===== src/upi_pkg.sv =====
// ============================================================================
// upi_pkg: shared types and constants of the unicycle pose integrator.
// It holds the CORDIC angle table, the register indexes, and the sequencer states.
// ============================================================================
`default_nettype none
package upi_pkg;
	localparam int CordicSteps = 16;
	localparam int StepW = $clog2(CordicSteps);
	localparam logic signed [33:0] CordicStart = 34'sd652032874;
	localparam logic [0:0] CfgStepTime = 1'b0;
	localparam logic [0:0] CfgRuleMode = 1'b1;
	localparam logic KindStep = 1'b0;
	localparam logic KindLoad = 1'b1;

	typedef enum logic [2:0] {
		ST_IDLE,
		ST_CORDIC,
		ST_MUL_X,
		ST_MUL_Y,
		ST_MUL_H,
		ST_UPDATE,
		ST_OUT
	} upi_state_t;

	function automatic logic signed [33:0] atan_entry(input logic [StepW-1:0] i);
		logic signed [33:0] r;
		begin
			case (i)
				4'd0: r = 34'sh020000000;
				4'd1: r = 34'sh012E4051E;
				4'd2: r = 34'sh009FB385B;
				4'd3: r = 34'sh0051111D4;
				4'd4: r = 34'sh0028B0D43;
				4'd5: r = 34'sh00145D7E1;
				4'd6: r = 34'sh000A2F61E;
				4'd7: r = 34'sh000517C55;
				4'd8: r = 34'sh00028BE53;
				4'd9: r = 34'sh000145F2F;
				4'd10: r = 34'sh0000A2F98;
				4'd11: r = 34'sh0000517CC;
				4'd12: r = 34'sh000028BE6;
				4'd13: r = 34'sh0000145F3;
				4'd14: r = 34'sh00000A2FA;
				default: r = 34'sh00000517D;
			endcase
			return r;
		end
	endfunction
endpackage
`default_nettype wire


===== src/unicycle_pose_integrator.sv =====
// ============================================================================
// unicycle_pose_integrator: fixed-point unicycle dead reckoning.
// Euler or trapezoid integration of speed and turn rate onto a pose with saturating position and wrapping heading.
// ============================================================================
// Channel   Dir  Transaction payload
// s_axis    in   kind, speed, turn_rate, load_x, load_y, load_heading
// m_axis    out  out_x, out_y, out_heading
// cfg       in   register index and write data
// A step item passes from its input transaction through the CORDIC (start and
// 16 iterations), three bit-serial multiplies by step_time through one shared
// multiplier, and the pose update state to its result.
// A load item's result is offered the cycle after it is taken. One item is in
// work at a time; the result register holds while m_axis_tready is low, and a
// new item is taken the cycle after it has left. Reset clears the pose and the
// previous command.
`default_nettype none
module unicycle_pose_integrator (
	input wire logic clk,
	input wire logic arst_n,
	input wire logic s_axis_tvalid,
	output logic s_axis_tready,
	// speed[15:0], turn_rate[39:16], load_x[71:40], load_y[103:72],
	// load_heading[119:104], zeros
	input wire logic [127:0] s_axis_tdata,
	// kind[0]
	input wire logic s_axis_tuser,
	output logic m_axis_tvalid,
	input wire logic m_axis_tready,
	// out_x[31:0], out_y[63:32], out_heading[79:64]
	output logic [79:0] m_axis_tdata,
	input wire logic cfg_valid,
	output logic cfg_ready,
	input wire logic [0:0] cfg_index,
	input wire logic [15:0] cfg_data
);
	upi_pkg::upi_state_t state_q, state_n;
	logic [15:0] step_time_q;
	logic rule_mode_q;
	logic signed [31:0] east_q, north_q;
	logic [15:0] head_q;
	logic signed [15:0] prev_spd_q;
	logic signed [23:0] prev_trn_q;
	logic signed [16:0] ssum_q;
	logic signed [24:0] rsum_q;
	logic signed [49:0] px_q, py_q;
	logic cor_start, cor_done, mul_start, mul_done;
	logic signed [17:0] cos_v, sin_v;
	logic signed [33:0] mcand;
	logic signed [49:0] prod;
	logic signed [33:0] sc_x, sc_y;
	logic signed [49:0] dx, dy, dh;
	logic signed [33:0] nx, ny;
	logic accept;

	assign cfg_ready = 1'b1;
	assign s_axis_tready = (state_q == upi_pkg::ST_IDLE);
	assign accept = s_axis_tvalid && s_axis_tready;

	upi_cordic u_cordic (.clk, .arst_n, .start(cor_start), .angle(head_q),
		.done(cor_done), .cos_val(cos_v), .sin_val(sin_v));
	upi_serial_mul u_mul (.clk, .arst_n, .start(mul_start), .mcand(mcand),
		.mplier(step_time_q), .done(mul_done), .product(prod));

	always_comb begin
		state_n = state_q;
		case (state_q)
			upi_pkg::ST_IDLE:
				if (accept) state_n = (s_axis_tuser == upi_pkg::KindLoad) ?
					upi_pkg::ST_OUT : upi_pkg::ST_CORDIC;
			upi_pkg::ST_CORDIC: if (cor_done) state_n = upi_pkg::ST_MUL_X;
			upi_pkg::ST_MUL_X: if (mul_done) state_n = upi_pkg::ST_MUL_Y;
			upi_pkg::ST_MUL_Y: if (mul_done) state_n = upi_pkg::ST_MUL_H;
			upi_pkg::ST_MUL_H: if (mul_done) state_n = upi_pkg::ST_UPDATE;
			upi_pkg::ST_UPDATE: state_n = upi_pkg::ST_OUT;
			upi_pkg::ST_OUT: if (m_axis_tready) state_n = upi_pkg::ST_IDLE;
			default: state_n = upi_pkg::ST_IDLE;
		endcase
	end

	always_comb begin
		sc_x = 34'(ssum_q) * 34'(cos_v);
		sc_y = 34'(ssum_q) * 34'(sin_v);
		cor_start = accept && (s_axis_tuser == upi_pkg::KindStep);
		mul_start = 1'b0;
		mcand = sc_x;
		case (state_q)
			upi_pkg::ST_CORDIC: mul_start = cor_done;
			upi_pkg::ST_MUL_X: begin
				mul_start = mul_done;
				mcand = sc_y;
			end
			upi_pkg::ST_MUL_Y: begin
				mul_start = mul_done;
				mcand = 34'(rsum_q);
			end
			default: mul_start = 1'b0;
		endcase
		dx = (px_q + 50'sd4194304) >>> 23;
		dy = (py_q + 50'sd4194304) >>> 23;
		dh = (prod + 50'sd65536) >>> 17;
		nx = 34'(east_q) + 34'(dx);
		ny = 34'(north_q) + 34'(dy);
	end

	always_ff @(posedge clk or negedge arst_n) begin
		if (!arst_n) begin
			state_q <= upi_pkg::ST_IDLE;
			step_time_q <= 16'd655;
			rule_mode_q <= 1'b0;
			east_q <= '0;
			north_q <= '0;
			head_q <= '0;
			prev_spd_q <= '0;
			prev_trn_q <= '0;
		end else begin
			state_q <= state_n;
			if (cfg_valid) begin
				if (cfg_index == upi_pkg::CfgStepTime) step_time_q <= cfg_data;
				else rule_mode_q <= cfg_data[0];
			end
			if (accept) begin
				prev_spd_q <= s_axis_tdata[15:0];
				prev_trn_q <= s_axis_tdata[39:16];
				if (rule_mode_q) begin
					ssum_q <= 17'(signed'(s_axis_tdata[15:0])) + 17'(prev_spd_q);
					rsum_q <= 25'(signed'(s_axis_tdata[39:16])) + 25'(prev_trn_q);
				end else begin
					ssum_q <= {signed'(s_axis_tdata[15:0]), 1'b0};
					rsum_q <= {signed'(s_axis_tdata[39:16]), 1'b0};
				end
				if (s_axis_tuser == upi_pkg::KindLoad) begin
					east_q <= s_axis_tdata[71:40];
					north_q <= s_axis_tdata[103:72];
					head_q <= s_axis_tdata[119:104];
				end
			end
			if (mul_done && state_q == upi_pkg::ST_MUL_X) px_q <= prod;
			if (mul_done && state_q == upi_pkg::ST_MUL_Y) py_q <= prod;
			if (mul_done && state_q == upi_pkg::ST_MUL_H) head_q <= head_q + dh[15:0];
			if (state_q == upi_pkg::ST_UPDATE) begin
				east_q <= (nx > 34'sd2147483647) ? 32'sh7FFFFFFF :
					(nx < -34'sd2147483648) ? 32'sh80000000 : nx[31:0];
				north_q <= (ny > 34'sd2147483647) ? 32'sh7FFFFFFF :
					(ny < -34'sd2147483648) ? 32'sh80000000 : ny[31:0];
			end
		end
	end

	assign m_axis_tvalid = (state_q == upi_pkg::ST_OUT);
	assign m_axis_tdata = {head_q, north_q, east_q};
endmodule
`default_nettype wire


===== src/upi_cordic.sv =====
// ============================================================================
// upi_cordic: iterative rotation CORDIC, one micro-rotation per cycle.
// Produces cosine and sine of a 16-bit binary angle in Q4.14.
// ============================================================================
`default_nettype none
module upi_cordic (
	input wire logic clk,
	input wire logic arst_n,
	input wire logic start,
	input wire logic [15:0] angle,
	output logic done,
	output logic signed [17:0] cos_val,
	output logic signed [17:0] sin_val
);
	logic signed [33:0] x_q, y_q, z_q;
	logic [upi_pkg::StepW-1:0] i_q;
	logic busy_q, flip_q;
	logic [31:0] z0;
	logic signed [33:0] xs, ys, xr, yr;

	always_comb begin
		z0 = {angle, 16'h0000};
		if (angle[15] ^ angle[14]) z0 = z0 ^ 32'h8000_0000;
		xs = x_q >>> i_q;
		ys = y_q >>> i_q;
		xr = x_q + 34'sd32768;
		yr = y_q + 34'sd32768;
	end

	always_ff @(posedge clk or negedge arst_n) begin
		if (!arst_n) begin
			busy_q <= 1'b0;
			done <= 1'b0;
			i_q <= '0;
		end else begin
			done <= 1'b0;
			if (start) begin
				busy_q <= 1'b1;
				i_q <= '0;
				flip_q <= angle[15] ^ angle[14];
				x_q <= upi_pkg::CordicStart;
				y_q <= '0;
				z_q <= {{2{z0[31]}}, z0};
			end else if (busy_q) begin
				if (!z_q[33]) begin
					x_q <= x_q - ys;
					y_q <= y_q + xs;
					z_q <= z_q - upi_pkg::atan_entry(i_q);
				end else begin
					x_q <= x_q + ys;
					y_q <= y_q - xs;
					z_q <= z_q + upi_pkg::atan_entry(i_q);
				end
				i_q <= i_q + 1'b1;
				if (i_q == upi_pkg::StepW'(upi_pkg::CordicSteps - 1)) begin
					busy_q <= 1'b0;
					done <= 1'b1;
				end
			end
		end
	end

	assign cos_val = flip_q ? -xr[33:16] : xr[33:16];
	assign sin_val = flip_q ? -yr[33:16] : yr[33:16];
endmodule
`default_nettype wire


===== src/upi_serial_mul.sv =====
// ============================================================================
// upi_serial_mul: shift-and-add signed multiplier, one multiplier bit a cycle.
// Multiplies a 34-bit signed value by an unsigned 16-bit step time.
// ============================================================================
`default_nettype none
module upi_serial_mul (
	input wire logic clk,
	input wire logic arst_n,
	input wire logic start,
	input wire logic signed [33:0] mcand,
	input wire logic [15:0] mplier,
	output logic done,
	output logic signed [49:0] product
);
	logic [15:0] m_q;
	logic signed [49:0] a_q;
	logic [4:0] n_q;
	logic busy_q;

	always_ff @(posedge clk or negedge arst_n) begin
		if (!arst_n) begin
			busy_q <= 1'b0;
			done <= 1'b0;
			n_q <= '0;
		end else begin
			done <= 1'b0;
			if (start) begin
				busy_q <= 1'b1;
				n_q <= '0;
				m_q <= mplier;
				a_q <= {{16{mcand[33]}}, mcand};
				product <= '0;
			end else if (busy_q) begin
				if (m_q[0]) product <= product + a_q;
				m_q <= m_q >> 1;
				a_q <= a_q <<< 1;
				n_q <= n_q + 1'b1;
				if (n_q == 5'd15) begin
					busy_q <= 1'b0;
					done <= 1'b1;
				end
			end
		end
	end
endmodule
`default_nettype wire

===== config.mk =====
export PLATFORM = sky130hd
export DESIGN_NAME = unicycle_pose_integrator
export DESIGN_NICKNAME = d
export VERILOG_FILES = /design/src/upi_pkg.sv /design/src/unicycle_pose_integrator.sv /design/src/upi_cordic.sv /design/src/upi_serial_mul.sv
export SDC_FILE = /design/constraint.sdc
export NUM_CORES = 2
export LEC_CHECK = 0
export BUFFER_PORTS_ARGS = -buffer_cell sky130_fd_sc_hd__clkbuf_2
export CAP_MARGIN = 20
export CORE_MARGIN = 3
export CORE_UTILIZATION = 45
export CTS_CLUSTER_DIAMETER = 120
export CTS_CLUSTER_SIZE = 25
export DETAILED_ROUTE_END_ITERATION = 16
export GPL_ROUTABILITY_DRIVEN = 0
export PLACE_DENSITY = 0.65
export RECOVER_POWER = 50
export SLEW_MARGIN = 20
export SYNTH_ARGS = -nofsm -noshare
export SYNTH_HDL_FRONTEND = slang
export SYNTH_HIERARCHICAL = 1
export SYNTH_SLANG_ARGS = --single-unit

===== constraint.sdc =====
create_clock -name clk -period 10.1 [get_ports clk]
set_input_delay 0.505 -clock clk [delete_from_list [all_inputs] [get_ports clk]]
set_output_delay 0.505 -clock clk [all_outputs]
set_load 0.02 [all_outputs]

### After elaboration in Yosys (flattened, before gate mapping)

Memories as Yosys holds them, arrays and structs flattened.
Index checks and enable logic that the tools add are counted.
W data, S select, Z words.

| word-level totals | value |
|---|---|
| word-level logic and storage cells | 163 |
| bits in latches | 0 |
| output and inout port bits | 83 |
| memory bits (read-only) | 960 |
| memories | 2 |
| bits in registers | 514 |
| input port bits | 151 |
| RAM bits | 0 |

Memories:

| name | depth | bits a word | read ports | clocked after Yosys merged registers in | write ports | line | RTL |
|---|---|---|---|---|---|---|---|
| (no name shown) | 16 | 30 | 1 | 0 | 0 | upi_pkg.sv:28 | `case (i)` |
| (no name shown) | 16 | 30 | 1 | 0 | 0 | upi_pkg.sv:28 |  |

| cells by class | value |
|---|---|
| magnitude comparators | 4 |
| multiplexer cells | 63 |
| equal/unequal tests | 14 |
| $mul | 2 |
| add/sub/neg operators | 21 |
| reduce and logical (&&, ||, !) cells | 24 |
| shift operators | 2 |
| bitwise logic cells | 4 |
| div/mod/pow operators | 0 |

Operators by type and width:

| operator | count |
|---|---|
| $mux W34 | 13 |
| $mux W32 | 11 |
| $mux W50 | 4 |
| $add A34 B34 Y34 | 3 |
| $sub A34 B34 Y34 | 3 |
| $add A50 B24 Y50 const B | 2 |
| $mux W16 | 5 |
| $add A34 B17 Y34 const B | 2 |
| $mul A17 B18 Y34 | 2 |
| $pmux W34 S2 | 1 |
| $sshr A34 B4 Y34 | 2 |
| $add A32 B27 Y33 | 2 |
| $gt A33 B32 Y1 const B | 2 |
| $lt A33 B32 Y1 const B | 2 |
| $add A50 B50 Y50 | 1 |
| $mux W18 | 2 |
| $neg A18 Y18 | 2 |
| $add A33 B18 Y33 const B | 1 |
| $add A24 B24 Y25 | 1 |
| $mux W25 | 1 |
| $mux W3 | 7 |
| $pmux W3 S7 | 1 |
| $reduce_and A2 Y1 | 10 |
| $add A16 B16 Y17 | 1 |
| 21 further kinds | 53 |

### Longest topological paths before layout

| depth | value |
|---|---|
| depth after elaboration | 8 |
| mapped depth | 38 |
| mapped depth without buffers | 36 |

### By module

The synthesis kept the hierarchy.

Modules (own cells, without submodules):

| module | sequential area each (µm²) | area each (µm²) | cells an instance | instances |
|---|---|---|---|---|
| unicycle_pose_integrator | 6,453.7 | 39,472.9 | 4,288 | 1 |
| upi_cordic | 3,243.1 | 18,152.4 | 2,217 | 1 |
| upi_serial_mul | 3,658.5 | 8,074.0 | 814 | 1 |

### Worst setup path before layout

Ideal clock, no wire load.

| timing path | value |
|---|---|
| path kind | register to register |
| start point | reg u_cordic.y_q[17] |
| end point | reg u_mul.a_q[39], data pin |
| required time | 9.830 ns |
| stages on the path, launching flop included | 37 |
| slack | 0.658 ns |
| setup time | 0.270 ns |
| buffers on the path | 3 |
| arrival time | 9.172 ns |
| clock period less this slack | 9.442 ns |
| cell sequence | edfxtp_1 buf_1 nand3_1 nor2_1 nand3_1 nor3_1 nand4_1 nor2_1 xnor2_1 nand3_1 o21ai_0 xnor2_1 clkbuf_1 nand2_1 inv_1 fa_1 inv_1 fa_1 inv_1 fa_1 fa_1 fa_1 inv_1 fa_1 inv_1 ha_1 a21o_1 a21o_1 a221o_1 a221o_1 a221oi_2 xnor2_1 o211ai_1 o21ai_1 nand2_1 clkbuf_1 o21ai_0 |

| between the ends | value |
|---|---|
| longest elaborated chain between the ends | 6 |

Ends and longest elaborated chain:

| what | line | RTL |
|---|---|---|
| from (decl) | upi_cordic.sv:15 | `logic signed [33:0] x_q, y_q, z_q;` |
| from (signal assigned) | upi_cordic.sv:47 | `y_q <= y_q + xs;` |
| from (signal assigned) | upi_cordic.sv:51 | `y_q <= y_q - xs;` |
| $add A34 B17 Y34 * | upi_cordic.sv:27 | `yr = y_q + 34'sd32768;` |
| $neg A18 Y18 | upi_cordic.sv:64 | `assign sin_val = flip_q ? -yr[33:16] : yr[33:16];` |
| $mux W18 * | upi_cordic.sv:64 |  |
| via sin_v[17] | unicycle_pose_integrator.sv:47 | `logic signed [17:0] cos_v, sin_v;` |
| $mul A17 B18 Y34 * | unicycle_pose_integrator.sv:82 | `sc_y = 34'(ssum_q) * 34'(sin_v);` |
| $pmux W34 S2 * | unicycle_pose_integrator.sv:86 | `case (state_q)` |
| via mcand[33] | unicycle_pose_integrator.sv:48 | `logic signed [33:0] mcand;` |
| $mux W50 * | upi_serial_mul.sv:27 | `if (start) begin` |
| to (signal assigned) | upi_serial_mul.sv:31 | `a_q <= {{16{mcand[33]}}, mcand};` |
| to (signal assigned) | upi_serial_mul.sv:36 | `a_q <= a_q <<< 1;` |
| to (decl) | upi_serial_mul.sv:16 | `logic signed [49:0] a_q;` |

Mark *: on every way through the listed nets, which the timed path passes. The rest lies on a longest branch.
A chain may end at the register's enable or synchronous reset.

### Worst setup path in the final report

| timing path | value |
|---|---|
| start point | reg u_cordic.x_q[22] |
| end point | reg u_mul.a_q[34], data pin |

| between the ends | value |
|---|---|
| longest elaborated chain between the ends | 6 |

Ends and longest elaborated chain:

| what | line | RTL |
|---|---|---|
| from (decl) | upi_cordic.sv:15 |  |
| from (signal assigned) | upi_cordic.sv:41 | `x_q <= upi_pkg::CordicStart;` |
| from (signal assigned) | upi_cordic.sv:46 | `x_q <= x_q - ys;` |
| from (signal assigned) | upi_cordic.sv:50 | `x_q <= x_q + ys;` |
| $add A34 B17 Y34 * | upi_cordic.sv:26 | `xr = x_q + 34'sd32768;` |
| $neg A18 Y18 | upi_cordic.sv:63 | `assign cos_val = flip_q ? -xr[33:16] : xr[33:16];` |
| $mux W18 * | upi_cordic.sv:63 |  |
| via cos_v[17] | unicycle_pose_integrator.sv:47 |  |
| $mul A17 B18 Y34 * | unicycle_pose_integrator.sv:81 | `sc_x = 34'(ssum_q) * 34'(cos_v);` |
| $pmux W34 S2 * | unicycle_pose_integrator.sv:86 |  |
| via mcand[33] | unicycle_pose_integrator.sv:48 |  |
| $mux W50 * | upi_serial_mul.sv:27 |  |

Marks and branches as above.

==> impl_summary.log <==
[metrics] Worst setup EP type: flip-flop
[metrics] max-cap viol count: 11
[metrics] Inst Count DP: 9221
[metrics] Register-to-Register Path Depth: 34
[metrics] Met1 Routed Length: 81800 µm
[metrics] violations in the final reports: max-capacitance violations, max-slew violations
[metrics] share of the clock period used by the worst path: 95.2%
[metrics] worst hold path stage count: 3
[metrics] number of cells in the finished layout apart from fillers: 9284
[metrics] placed wire-length estimate after detailed placement: 147000 µm
[metrics] cell type with the largest total area after synthesis: fa_1
[metrics] cell type with the highest occurrence count on the critical path: fa_1
[metrics] input/output buffers: 224
[metrics] mean instance size in the synthesized netlist: 8.98 µm²
[metrics] total number of yosys warnings: 6
[metrics] remaining global-route overflow: 0
[metrics] placed cell areas: 0.0686 mm²
[metrics] die area: 0.151 mm²
[metrics] wire length on met2: 86700 µm
[metrics] Worst setup startpoint: u_cordic/x_q[22]
[metrics] drt drc: 0
[metrics] CP Data Arrival Time: 9.95 ns
[metrics] Die Width: 388 µm
[metrics] starting density of the core: 45.5%
[metrics] fill cell count: 13751
[metrics] placeable core region: 0.144 mm²
[metrics] initial detailed-routing violation count: 4610
[metrics] Cell variety after synth: 119
[metrics] antenna violations before repair: 17
[metrics] number of core rows: 139
[metrics] portion of synthesized cell area occupied by the leading cell type: 18.9%
[metrics] Max Fclk: 104 MHz
[metrics] final-report max-slew violation count: 493
[metrics] clock root buffer: clkbuf_16
[metrics] origin of the critical flop-to-flop path: u_cordic/x_q[22]
[metrics] Final Hold Fails: 0
[metrics] CP startpoint kind: flip-flop
[metrics] Max Fanout on Critical Path: 17
[metrics] most common cell after layout, fill and taps aside: nand2_1
[metrics] arithmetic-cell share of the synthesized area counting full adders, half adders and majority gates: 27.6%
[metrics] Synth Area in Simple Gates: 16.5%
[metrics] layout overhead on the synthesized area: 5.80%
[metrics] Compound-Gate Fraction of Synth Area: 14.2%
[metrics] number of search-and-repair iterations in the first detailed-routing pass: 6
[metrics] most used cells in the layout excluding fill and tap cells: nand2_1 (856), inv_1 (851), fa_1 (617)
[metrics] endpoint required time on the critical path: 10.44 ns
[metrics] maximum clock insertion buffer count: 3
[metrics] dominant combinational cell family by area after synthesis: adder cells
[metrics] final setup fails: 0
[metrics] WL/cell: 20.4 µm
[metrics] number of enable flip-flop cells after synthesis: 317
[metrics] CP max-delay cell: xnor2_1
[metrics] post-synthesis async set-or-reset flop share: 32.6%
[metrics] clock sink count: 470
[metrics] WL met3: 13600 µm
[metrics] longest individual stage delay on the worst path: 0.61 ns
[metrics] multiplexer area fraction after synthesis: 7.39%
[metrics] cell types occupying the most area after synthesis: fa_1 (19%), edfxtp_1 (14%), ha_1 (8.7%)
[metrics] Worst Tran Pin Value: 4.26 ns
[metrics] worst max-slew margin expressed relative to the limit: -184%
[metrics] CTS HTree Levels: 1
[metrics] maximum number of pins on one net before global-route repair: 82
[metrics] global-route wire length before repair: 300000 µm
[metrics] total number of vias: 53773
[metrics] number of standard cells after synthesis: 7319
[metrics] number of storage elements in the synthesis netlist: 470
[metrics] final non-filler cell area: 0.0695 mm²
[metrics] kind of path behind the tightest hold check: input port to flip-flop
[metrics] layout cell share with drive strength beyond 1: 8.52%
[metrics] dominant synthesized flop cell: edfxtp_1
[metrics] critical path type: flip-flop to flip-flop
[metrics] total stage count of the critical path: 34
[metrics] status: finished, violations left
[metrics] number of global-route vias before repair: 53774
[metrics] largest delay contributor family on the critical path: adder cells
[metrics] highest metal used: met5
[metrics] HP Start: s_axis_tdata[65]
[metrics] vertical die dimension: 388 µm
[metrics] Buf/Inv on CP: 5
[metrics] synthesized netlist net count: 8548
[metrics] source-to-sink clock delay at the later pin of the worst-skew pair: 0.66 ns
[metrics] register area share after synthesis: 20.3%
[metrics] vias per cell: 5.79
[metrics] residual antenna-violating net count after detailed routing: 0
[metrics] Global Route Usage Sum: 24.7%
[metrics] TritonCTS buffer count: 26
[metrics] xor and xnor fraction of the mapped netlist area: 6.55%
[metrics] count of pins on the block boundary: 234
[metrics] wirelength, routed: 189000 µm
[metrics] Period minus WS final: 9.61 ns
[metrics] post-CTS clock slew at the launch and capture registers of the worst setup and hold paths: 0.11 ns
[metrics] synthesized area: 0.0657 mm²
[metrics] number of nets in the finished design: 8581
[metrics] worst setup skew after layout: 0.0634 ns
[metrics] clock tree from TritonCTS: done
==> metal layers <==
layer	GRT usage (%)	up-vias
li1	-	25005
met1	34.5	26556
met2	39.9	1867
met3	3.03	341
met4	8.17	4
met5	0	-
==> worst min-delay path, delay by kind of cell <==
family	cells	cell delay, ns
buffers and inverters	1	0.08
and+or+nand+nor	1	0.05
AOI/OAI and AO/OA	1	0.09
==> timing repair <==
action                                 CTS  global route
hold buffers                             1             0
setup buffers                            0             3
endpoints found under the hold margin   19             0
resized for setup                        0            27
setup endpoints to repair                0            23
==> cell usage after synthesis (34+ instances only) <==
master / instances
mux2_2: 150
a21o_1: 144
o21ai_0: 308
xor2_1: 201
fa_1: 619
nor2_1: 391
mux4_2: 54
a21oi_1: 417
and2_1: 313
a31oi_1: 74
inv_1: 853
mux2i_1: 145
and3_1: 61
dfrtp_1: 147
nor3_1: 107
nand2b_1: 82
o31ai_1: 34
nand2_1: 858
xnor2_1: 290
ha_1: 459
edfxtp_1: 317
a211oi_1: 69
nand3_1: 147
a22oi_1: 62
nand4_1: 50
nor2b_1: 60
o21a_1: 49
clkbuf_1: 260
==> final timing paths <==
path	to	slack [ns]
min in group asynchronous	east_q[25]	1.88
min	east_q[25]	0.09
min reg2reg	u_cordic/i_q[2]	0.50
max reg2reg	u_mul/a_q[34]	0.49
max in group asynchronous	prev_spd_q[4]	1.97
max	u_mul/a_q[34]	0.49
==> cells by family after synthesis <==
family / count (synthesis)
simple gates: 2239
compound gates: 1460
buf+inv: 1211
fa+ha+maj: 1078
xor+xnor: 491
flops: 470
mux: 369
other cells: 1
==> registers in the layout, summed over array words and instances, names as in the netlist, 3 cells and up <==
signal	flops
east_q	32
head_q	16
north_q	32
prev_spd_q	16
prev_trn_q	24
px_q	28
py_q	28
rsum_q	25
ssum_q	17
state_q	3
step_time_q	16
u_cordic/i_q	4
u_cordic/x_q	34
u_cordic/y_q	34
u_cordic/z_q	34
u_mul/a_q	50
u_mul/m_q	16
u_mul/n_q	5
u_mul/product	50
==> area by class of cell <==
cell class	instances	area, µm²	share of cell area [%]
Multi-Input combinational cell	5638	47600	68.5
Sequential cell	470	13400	19.2
Inverter	857	3220	4.63
Tap cell	1903	2380	3.43
Timing Repair Buffer	359	2020	2.91
Clock buffer	37	734	1.06
Clock inverter	11	138	0.198
Antenna cell	9	22.5	0.0324
==> stage by stage <==
stage | setup slack (ns) | setup TNS (ns) | util (%) | hold slack [ns]
floorplan | 0.658 | 0 | - | 0.209
global placement | 0.464 | 0 | 47.5 | 0.475
detailed placement | 0.304 | 0 | 47.5 | 0.481
CTS | 0.199 | 0 | 48.1 | 0.0522
global route | -0.0262 | -0.118 | 48.2 | 0.0828
finish | 0.487 | 0 | 48.2 | 0.0902
Power is not shown: default switching activity piles up to over one toggle a cycle in this logic, so the estimate is an artifact.
